[src/csvfs_pkg.sv]
package csvfs_pkg;

	localparam int unsigned MAX_FIELDS = 255;
	localparam int unsigned FIELD_CAP_INT = (MAX_FIELDS < 255) ? MAX_FIELDS : 255;
	localparam logic [7:0] FIELD_CAP = FIELD_CAP_INT[7:0];

	localparam logic [7:0] SEPARATOR_RESET = 8'd44;
	localparam logic [7:0] QUOTE_RESET = 8'd34;

	// Most result words one input byte can cause
	localparam int unsigned BUNDLE_MAX = 3;

	typedef enum logic {
		REG_SEPARATOR = 1'b0,
		REG_QUOTE     = 1'b1
	} reg_index_t;

	typedef enum logic [1:0] {
		KIND_DATA    = 2'd0,
		KIND_END     = 2'd1,
		KIND_ABANDON = 2'd2,
		KIND_STATUS  = 2'd3
	} kind_t;

	typedef enum logic [1:0] {
		STATUS_OK        = 2'd0,
		STATUS_TRAIL_SEP = 2'd1,
		STATUS_BAD_COUNT = 2'd2
	} status_t;

	typedef struct packed {
		logic [7:0] data_byte;
		logic       end_of_record;
	} item_t;

	typedef struct packed {
		kind_t      kind;
		logic [7:0] out_byte;
		status_t    status;
		logic [7:0] field_total;
		logic       last_of_run;
	} result_t;

	// Result words of one input byte, slot 0 goes out first
	typedef struct packed {
		result_t [BUNDLE_MAX-1:0] slot;
		logic [1:0]               count;
	} bundle_t;

	function automatic logic [7:0] sat_inc(input logic [7:0] value);
		logic [7:0] res;
		res = (value < FIELD_CAP) ? value + 8'd1 : value;
		return res;
	endfunction

	function automatic result_t make_result(input kind_t kind, input logic [7:0] byte_val,
			input status_t status, input logic [7:0] total);
		result_t res;
		res.kind = kind;
		res.out_byte = byte_val;
		res.status = status;
		res.field_total = total;
		res.last_of_run = 1'b0;
		return res;
	endfunction

endpackage

[src/csvfs_parse.sv]
module csvfs_parse
	import csvfs_pkg::*;
(
	input  logic       clk,
	input  logic       arst_n,
	input  logic       cfg_we,
	input  reg_index_t cfg_index,
	input  logic [7:0] cfg_data,
	input  logic       accept,
	input  item_t      item,
	output bundle_t    bundle
);

	logic [7:0] sep_q;
	logic [7:0] quote_q;
	logic       quote_open_q;
	logic       prior_quote_q;
	logic [7:0] fields_q;
	logic [7:0] expected_q;
	logic       known_q;

	logic       is_sep;
	logic       is_quote;
	logic       first_valid;
	result_t    first_res;
	logic       quote_mid;
	logic       prior_mid;
	logic [7:0] fields_mid;
	logic [7:0] fields_end;
	logic [7:0] expected_use;
	status_t    rec_status;
	result_t    close_res;
	result_t    stat_res;
	logic       quote_next;
	logic       prior_next;
	logic [7:0] fields_next;
	logic       learn;

	// Classify the byte and work out the result words
	always_comb begin
		is_sep = (item.data_byte == sep_q);
		is_quote = !is_sep && (item.data_byte == quote_q);
		first_valid = 1'b1;
		first_res = make_result(KIND_DATA, item.data_byte, STATUS_OK, 8'd0);
		quote_mid = quote_open_q;
		prior_mid = 1'b0;
		fields_mid = fields_q;
		if (is_sep) begin
			if (!quote_open_q) begin
				first_res = make_result(KIND_END, 8'd0, STATUS_OK, 8'd0);
				fields_mid = sat_inc(fields_q);
			end
		end else if (is_quote) begin
			quote_mid = !quote_open_q;
			prior_mid = 1'b1;
			// Pass a doubled quote on as one quote byte
			first_valid = !quote_open_q && prior_quote_q;
		end

		// Close or abandon the open field at record end
		if (quote_mid) begin
			close_res = make_result(KIND_ABANDON, 8'd0, STATUS_OK, 8'd0);
			fields_end = fields_mid;
		end else begin
			close_res = make_result(KIND_END, 8'd0, STATUS_OK, 8'd0);
			fields_end = sat_inc(fields_mid);
		end
		learn = !is_sep && !known_q;
		expected_use = known_q ? expected_q : fields_end;
		if (is_sep) begin
			rec_status = STATUS_TRAIL_SEP;
		end else if (expected_use != 8'd0 && expected_use == fields_end) begin
			rec_status = STATUS_OK;
		end else begin
			rec_status = STATUS_BAD_COUNT;
		end
		stat_res = make_result(KIND_STATUS, 8'd0, rec_status, fields_end);
		stat_res.last_of_run = 1'b1;

		if (item.end_of_record) begin
			quote_next = 1'b0;
			prior_next = 1'b0;
			fields_next = 8'd0;
		end else begin
			quote_next = quote_mid;
			prior_next = prior_mid;
			fields_next = fields_mid;
		end
	end

	// Pack the result words in order of delivery
	always_comb begin
		bundle.slot = '0;
		bundle.count = 2'd0;
		if (item.end_of_record) begin
			if (first_valid) begin
				bundle.slot[0] = first_res;
				bundle.slot[1] = close_res;
				bundle.slot[2] = stat_res;
				bundle.count = 2'd3;
			end else begin
				bundle.slot[0] = close_res;
				bundle.slot[1] = stat_res;
				bundle.count = 2'd2;
			end
		end else if (first_valid) begin
			bundle.slot[0] = first_res;
			bundle.slot[0].last_of_run = 1'b1;
			bundle.count = 2'd1;
		end
	end

	// Hold configuration registers
	always_ff @(posedge clk or negedge arst_n) begin
		if (!arst_n) begin
			sep_q <= SEPARATOR_RESET;
			quote_q <= QUOTE_RESET;
		end else if (cfg_we) begin
			case (cfg_index)
				REG_SEPARATOR: sep_q <= cfg_data;
				REG_QUOTE:     quote_q <= cfg_data;
				default:       sep_q <= sep_q;
			endcase
		end
	end

	// Advance parser state on each accepted word
	always_ff @(posedge clk or negedge arst_n) begin
		if (!arst_n) begin
			quote_open_q <= 1'b0;
			prior_quote_q <= 1'b0;
			fields_q <= 8'd0;
			expected_q <= 8'd0;
			known_q <= 1'b0;
		end else if (accept) begin
			quote_open_q <= quote_next;
			prior_quote_q <= prior_next;
			fields_q <= fields_next;
			if (item.end_of_record && learn) begin
				expected_q <= fields_end;
				known_q <= 1'b1;
			end
		end
	end

endmodule

[src/csvfs_drain.sv]
module csvfs_drain
	import csvfs_pkg::*;
(
	input  logic    clk,
	input  logic    arst_n,
	input  logic    load,
	input  bundle_t bundle,
	output logic    free,
	output logic    result_valid,
	input  logic    result_ready,
	output result_t result
);

	result_t [BUNDLE_MAX-1:0] slot_s1;
	logic [1:0]               count_s1;
	logic                     valid_q;
	result_t                  result_q;
	logic                     move;

	// Move the next pending word into the output register when it is free
	assign move = (count_s1 != 2'd0) && (!valid_q || result_ready);
	assign free = (count_s1 == 2'd0) || (count_s1 == 2'd1 && move);

	// Hold pending words, shift one out per move
	always_ff @(posedge clk) begin
		if (load) begin
			slot_s1 <= bundle.slot;
		end else if (move) begin
			slot_s1[0] <= slot_s1[1];
			slot_s1[1] <= slot_s1[2];
		end
	end

	always_ff @(posedge clk or negedge arst_n) begin
		if (!arst_n) begin
			count_s1 <= 2'd0;
		end else if (load) begin
			count_s1 <= bundle.count;
		end else if (move) begin
			count_s1 <= count_s1 - 2'd1;
		end
	end

	// Hold the output word until it is taken
	always_ff @(posedge clk) begin
		if (move) begin
			result_q <= slot_s1[0];
		end
	end

	always_ff @(posedge clk or negedge arst_n) begin
		if (!arst_n) begin
			valid_q <= 1'b0;
		end else if (move) begin
			valid_q <= 1'b1;
		end else if (result_ready) begin
			valid_q <= 1'b0;
		end
	end

	assign result_valid = valid_q;
	assign result = result_q;

endmodule

[src/csv_field_splitter.sv]
// Each result word passes through the pending buffer and then the output register.
// Throughput: one byte per cycle while each byte gives at most one word and result_ready
// stays high; a record end gives two or three words, and the single output register sends
// one word per cycle while result_ready is high. Reset (arst_n low) clears quote parity,
// the field count and the learned count, and sets the separator to comma and the quote to double quote.
module csv_field_splitter
	import csvfs_pkg::*;
(
	input  logic       clk,
	input  logic       arst_n,
	input  logic       cfg_we,
	input  logic       cfg_index,
	input  logic [7:0] cfg_data,
	input  logic       item_valid,
	output logic       item_ready,
	input  item_t      item,
	output logic       result_valid,
	input  logic       result_ready,
	output result_t    result
);

	bundle_t bundle;
	logic    accept;
	logic    free;

	// Take a word whenever the pending buffer is empty or its last word moves out this cycle
	assign item_ready = free;
	assign accept = item_valid && free;

	csvfs_parse u_parse (
		.clk       (clk),
		.arst_n    (arst_n),
		.cfg_we    (cfg_we),
		.cfg_index (reg_index_t'(cfg_index)),
		.cfg_data  (cfg_data),
		.accept    (accept),
		.item      (item),
		.bundle    (bundle)
	);

	csvfs_drain u_drain (
		.clk          (clk),
		.arst_n       (arst_n),
		.load         (accept),
		.bundle       (bundle),
		.free         (free),
		.result_valid (result_valid),
		.result_ready (result_ready),
		.result       (result)
	);

endmodule

[config.mk]
export PLATFORM = sky130hd
export DESIGN_NAME = csv_field_splitter
export DESIGN_NICKNAME = d
export VERILOG_FILES = /design/src/csvfs_pkg.sv /design/src/csvfs_parse.sv /design/src/csvfs_drain.sv /design/src/csv_field_splitter.sv
export SDC_FILE = /design/constraint.sdc
export NUM_CORES = 1
export LEC_CHECK = 0
export BUFFER_PORTS_ARGS = -buffer_cell sky130_fd_sc_hd__buf_2
export CAP_MARGIN = 20
export CORE_MARGIN = 4
export CORE_UTILIZATION = 40
export DETAILED_ROUTE_END_ITERATION = 8
export MAX_ROUTING_LAYER = met4
export REMOVE_ABC_BUFFERS = 1
export SLEW_MARGIN = 15
export SYNTH_ARGS = -nofsm -noshare
export SYNTH_HDL_FRONTEND = slang
export SYNTH_SLANG_ARGS = --single-unit
[constraint.sdc]
create_clock -name clk -period 4.3 [get_ports clk]
set_clock_uncertainty 0.2 [all_clocks]
set_input_delay 0.86 -clock clk [delete_from_list [all_inputs] [get_ports clk]]
set_output_delay 0.86 -clock clk [all_outputs]
set_load 0.005 [all_outputs]
== After elaboration in Yosys (flattened, before gate mapping) ==
Index checks and enable logic that the tools add are counted.

* Add/subtract/negate cells: 3
* Order comparisons: 2
* Equality and inequality tests: 4
* Mux-type cells: 31
* Bitwise gates (word level): 1
* Reduce and logical (&&, ||, !) cells: 23

{| class="wikitable"
|+ Operators by type and width
! cell !! number
|-
| $mux W42 || 2
|-
| $mux W21 || 3
|-
| $mux W8 || 7
|-
| $mux W23 || 2
|-
| $mux W44 || 1
|-
| $mux W20 || 2
|-
| $eq A8 B8 Y1 || 3
|-
| $add A8 B1 Y8 const B || 2
|-
| $lt A8 B8 Y1 const B || 2
|-
| $mux W1 || 10
|-
| $logic_and A1 B1 Y1 || 8
|-
| $mux W2 || 4
|-
| $reduce_and A2 Y1 || 4
|-
| $reduce_bool A8 Y1 || 1
|-
| $reduce_bool A2 Y1 || 3
|-
| $logic_not A1 Y1 || 4
|-
| $eq A2 B1 Y1 const B || 1
|-
| $logic_not A2 Y1 || 1
|-
| $logic_or A1 B1 Y1 || 2
|-
| $sub A2 B1 Y2 const B || 1
|-
| $not A1 Y1 || 1
|}

* Register bits after elaboration: 122
* Input port bits: 23
* Output and inout bits: 23

== Longest topological paths before layout ==
* Depth in word-level cells: 15
* Gate-level depth with buffers: 17
* Gate-level depth less buffers: 15

== Cells and area by module ==
From an unflattened synthesis, not the netlist that was laid out.

* Cells, all modules: 507
* Area total of the unflattened synthesis: 6304.8 sq um

{| class="wikitable"
|+ By module, submodules not included
! module !! instances !! cells an instance !! area an instance (sq um) !! seq. area each (sq um)
|-
| csvfs_drain || 1 || 151 || 3236.9 || 2597.5
|-
| csvfs_parse || 1 || 355 || 3061.7 || 882.1
|-
| csv_field_splitter || 1 || 1 || 6.3 || 0.0
|}

== Worst setup path after synthesis ==
No wires, ideal clock.

* Path kind: input-to-reg
* Start: input port item[6] (netlist name)
* End: register u_drain.slot_s1[52] (netlist name) (data pin)
* Arrival: 3.862 ns
* Data required time: 3.841 ns
* Setup slack: -0.022 ns
* Stages: 15
* Cells stage by stage: xor2_1 > nor4_4 > and3_1 > buf_2 > nand2_1 > xnor2_1 > ha_1 > nand2_1 > mux2_2 > a32oi_1 > a22oi_1 > xnor2_1 > a2111oi_2 > and4_1 > o31ai_1

* Cells in the longest elaborated chain, start to end: 11
* Elaborated cells between the ends (all ways): 20

{| class="wikitable"
|+ Ends and longest elaborated chain
! item !! RTL line !! RTL
|-
| start: declaration || csv_field_splitter.sv:16 || <nowiki>input item_t item,</nowiki>
|-
| parallel branches: the longest is 11 deep, another holds $add A8 B1 Y8 || n/a ||
|-
| end signal: assignment || csvfs_drain.sv:27 || <nowiki>slot_s1 <= bundle.slot;</nowiki>
|-
| end: declaration || csvfs_drain.sv:14 || <nowiki>result_t [BUNDLE_MAX-1:0] slot_s1;</nowiki>
|}

Several ways; the timed one is not identified.
A chain may end at the register's enable or synchronous reset.

== Worst setup path in the final report ==
Same ends and word-level chain as after synthesis.

==> summary.md <==
| Metric | Value |
|---|---|
| Seq/Total Area, Yosys | `56.37%` |
| Mapped Cells | `432` |
| Syn Area/Cell | `12.07 µm²` |
| Fin. Hold Viols | `0` |
| DP HPWL | `8233 µm` |
| Async set or reset register ratio after synthesis | `36.54%` |
| Ys Warns | `0` |
| Die area | `0.01493 mm²` |
| Placeable Area | `0.01267 mm²` |
| Largest net degree at the start of global routing | `39` |
| Worst hold path type | `flop to flop` |
| Global-route wire length before repair | `18110 µm` |
| IO Count | `46` |
| Initial Utilization | `41.15%` |
| Sw Share | `28.17%` |
| Cell Area, Synth | `0.005214 mm²` |
| Drt drc | `0` |
| Final wirelength | `11190 µm` |
| Vias/cell | `5.242` |
| Slew at the pin closest to its max-slew limit | `916.8 ps` |
| Critical Path RT | `4190 ps` |
| Post-route cell area | `0.006246 mm²` |
| Die height | `122.2 µm` |
| Max Clk Rate | `0.2494 GHz` |
| Initial antenna violation count | `0` |
| Ranking of synthesized cells by area | `edfxtp_1 38%, dfrtp_1 16%, mux2_2 4.8%` |
| Worst-skew pair later-pin latency | `340 ps` |
| Clk sink count | `104` |
| Fraction of layout cells with a size suffix above 1 | `30.36%` |
| Layout filler cell count | `1201` |
| Post-synth EDFFs | `66` |
| Synth top area share | `38.01%` |
| Synth area leader | `edfxtp_1` |
| Ys flop type | `edfxtp_1` |
| Crit path cell chain | `buf_2 -> xor2_1 -> nor4_4 -> and3_1 -> and3_1 -> nor2_1 -> inv_1 -> ha_1 -> buf_4 -> or4_4 -> a21o_1 -> a2111oi_2 -> and4_1 -> o31ai_1` |
| RSZ-0062 raised after global routing | `false` |
| Hold-fix buffers, CTS | `0` |
| Relative slew slack | `38.88%` |
| Pint | `2.259 mW` |
| Logic pwr share | `23.5%` |
| Outcome | `finished clean` |
| Remaining Overflow, GRT | `0` |
| Diode count | `0` |
| Via count | `3664` |
| RePlAce Congestion | `0.8463` |
| Post-cts resize count | `0` |
| Placed cell areas | `0.005948 mm²` |
| Row count | `41` |
| WL per Instance | `16.01 µm` |
| Most frequent cell after synthesis | `edfxtp_1` |
| Final ANT Viol Nets | `0` |
| Fin. max-slew vios | `0` |
| Period utilisation layout | `93.26%` |
| Vias in the first global route | `3556` |
| LEAKAGE | `2.461 nW` |
| Yosys cell types | `71` |
| Worst path arrival time | `3900 ps` |
| CP max FO | `5` |
| Sequential Power Share | `50.5%` |
| Crit path top cell by count | `and3_1` |
| Critical path launch point type | `input port` |
| Min Clock Period, post-route | `4010 ps` |
| Area of the multi-input gates | `0.002148 mm²` |
| CTS root buf | `clkbuf_16` |
| Crit path largest cell delay | `530 ps` |
| Slowest-stage cell, CP | `or4_4` |
| TritonRoute pass-1 iters | `4` |
| Drt first-iter violations | `299` |
| Clk pwr share | `26.1%` |
| Yosys reg bits | `104` |
| Nets | `549` |
| P per Cell Area | `503.6 mW/mm²` |
| Max Buffers Root-to-Sink | `2` |
| Number of H-tree levels | `3` |
| CTS Buf Count | `9` |
| List of most frequent post-synthesis cells | `66 x edfxtp_1, 39 x nand2_1, 33 x dfrtp_1, 25 x o21ai_0, 22 x mux2_2` |
| PortBufs | `45` |
| Peak supply drop | `0.2042 mV` |
| TritonCTS clock tree | `built` |
| Reg area | `0.002939 mm²` |
| Worst-path clk slew | `70 ps` |
| Area grow syn2layout | `19.80%` |
| Crit Path Category | `input port to flop` |
| Final setup fails | `0` |
| Setup crit end kind | `flop` |
| Max-Cap Viols | `0` |
| Chip width | `122.2 µm` |
| Setup bufs post-CTS | `0` |
| GRT Total Usage | `16.15%` |
| Setup TNS | `0 ps` |
| NetSw | `0.8859 mW` |
-- final timing paths --
kind / start / to / slack, ps / depth (start not counted)
worst max-delay path: item[6] / u_drain.slot_s1[52] / 290 / 14
worst min-delay path: u_drain.slot_s1[7] / u_drain.result[7] / 220 / 0
worst max register to register: u_parse.fields_q[0] / u_drain.slot_s1[52] / 300 / 16
worst min register to register: u_drain.slot_s1[7] / u_drain.result[7] / 220 / 0
max in group asynchronous: arst_n / u_parse.expected_q[7] / 2880 / 1
min in group asynchronous: arst_n / u_parse.quote_q[6] / 450 / 1
-- routing by layer --
metal | track usage (%) | wire length [µm] | vias up
met5 | - | 0 | -
met4 | 4.969 | 166 | 0
met3 | 3.203 | 483 | 12
met2 | 24.62 | 5365 | 69
met1 | 21.97 | 5177 | 1795
li1 | - | - | 1788
-- power groups by stage --
stage | logic (mW) | clock network (mW) | registers, mW
2_1_floorplan | 0.421 | 0 | 1.60
3_3_place_gp | 0.728 | 0 | 1.60
3_5_place_dp | 0.751 | 0 | 1.61
4_1_cts | 0.754 | 0.842 | 1.59
5_1_grt | 0.829 | 0.891 | 1.62
6_report | 0.738 | 0.820 | 1.59
-- worst max-delay path, delay by kind of cell --
| kind | cells | cell delay (ps) |
|---|---|---|
| fa+ha+maj | 1 | 240 |
| xor+xnor | 1 | 370 |
| buf+inv | 3 | 330 |
| simple gates | 6 | 1500 |
| compound gates | 3 | 600 |
-- kinds of logic (layout without fill, tap and decap cells) --
kind of cell               Yosys count  after routing  share of synthesized area [%]
and+or+nand+nor                    153            153                          17.09
adders and majority gates            4              4                         0.9600
buffers and inverters               30            125                          2.472
DFF                                104            104                          56.37
xor gates and xnor gates            27             27                          5.064
muxes                               28             28                          5.928
AOI/OAI and AO/OA                   86             86                          12.12
-- layout make-up --
type	count	share of cell area (%)
Timing Repair Buffer	93	9.375
Sequential cell	104	47.06
Multi-Input combinational cell	298	34.40
Inverter	16	0.9615
Clock buffer	10	3.666
Clock inverter	6	1.102
Tap cell	172	3.446
-- metrics by stage --
step                      hold WS [ps]  utilization, %  worst slack (ps)  cells  power, mW
final                            217.2           49.29             290.0    699      3.145
after global routing             227.1           49.29             53.63    699      3.340
after CTS                        219.8           49.29             301.5    699      3.186
after detailed placement         204.5           46.94            -70.62    683      2.361
after global placement           201.5           46.94             24.54    683      2.324
after floorplan                  200.3               -            -102.6    418      2.022
-- state kept, by name, indices dropped and copies added, names as in the netlist --
| name | flops |
|---|---|
| u_drain.count_s1 | 2 |
| u_drain.result | 21 |
| u_drain.result_valid | 1 |
| u_drain.slot_s1 | 45 |
| u_parse.expected_q | 8 |
| u_parse.fields_q | 8 |
| u_parse.known_q | 1 |
| u_parse.prior_quote_q | 1 |
| u_parse.quote_open_q | 1 |
| u_parse.quote_q | 8 |
| u_parse.sep_q | 8 |
-- layout by cell type (no fill, tap or decap), types with 5 or more instances in the layout --
master / count
nand2b_1: 5
dfstp_2: 5
and2_1: 16
xnor2_1: 16
o21ai_0: 25
edfxtp_1: 66
a21oi_1: 13
nor2b_1: 13
a22o_1: 7
dfrtp_1: 33
nor4_1: 5
buf_4: 48
nor2_1: 20
or2_2: 5
clkbuf_16: 9
xor2_1: 9
nand3_1: 7
nand2_1: 39
inv_1: 15
o31ai_1: 6
mux2_2: 22
mux2i_1: 5
and3_1: 7
buf_2: 45
o22ai_1: 5
(Power assumes the default switching activity.)
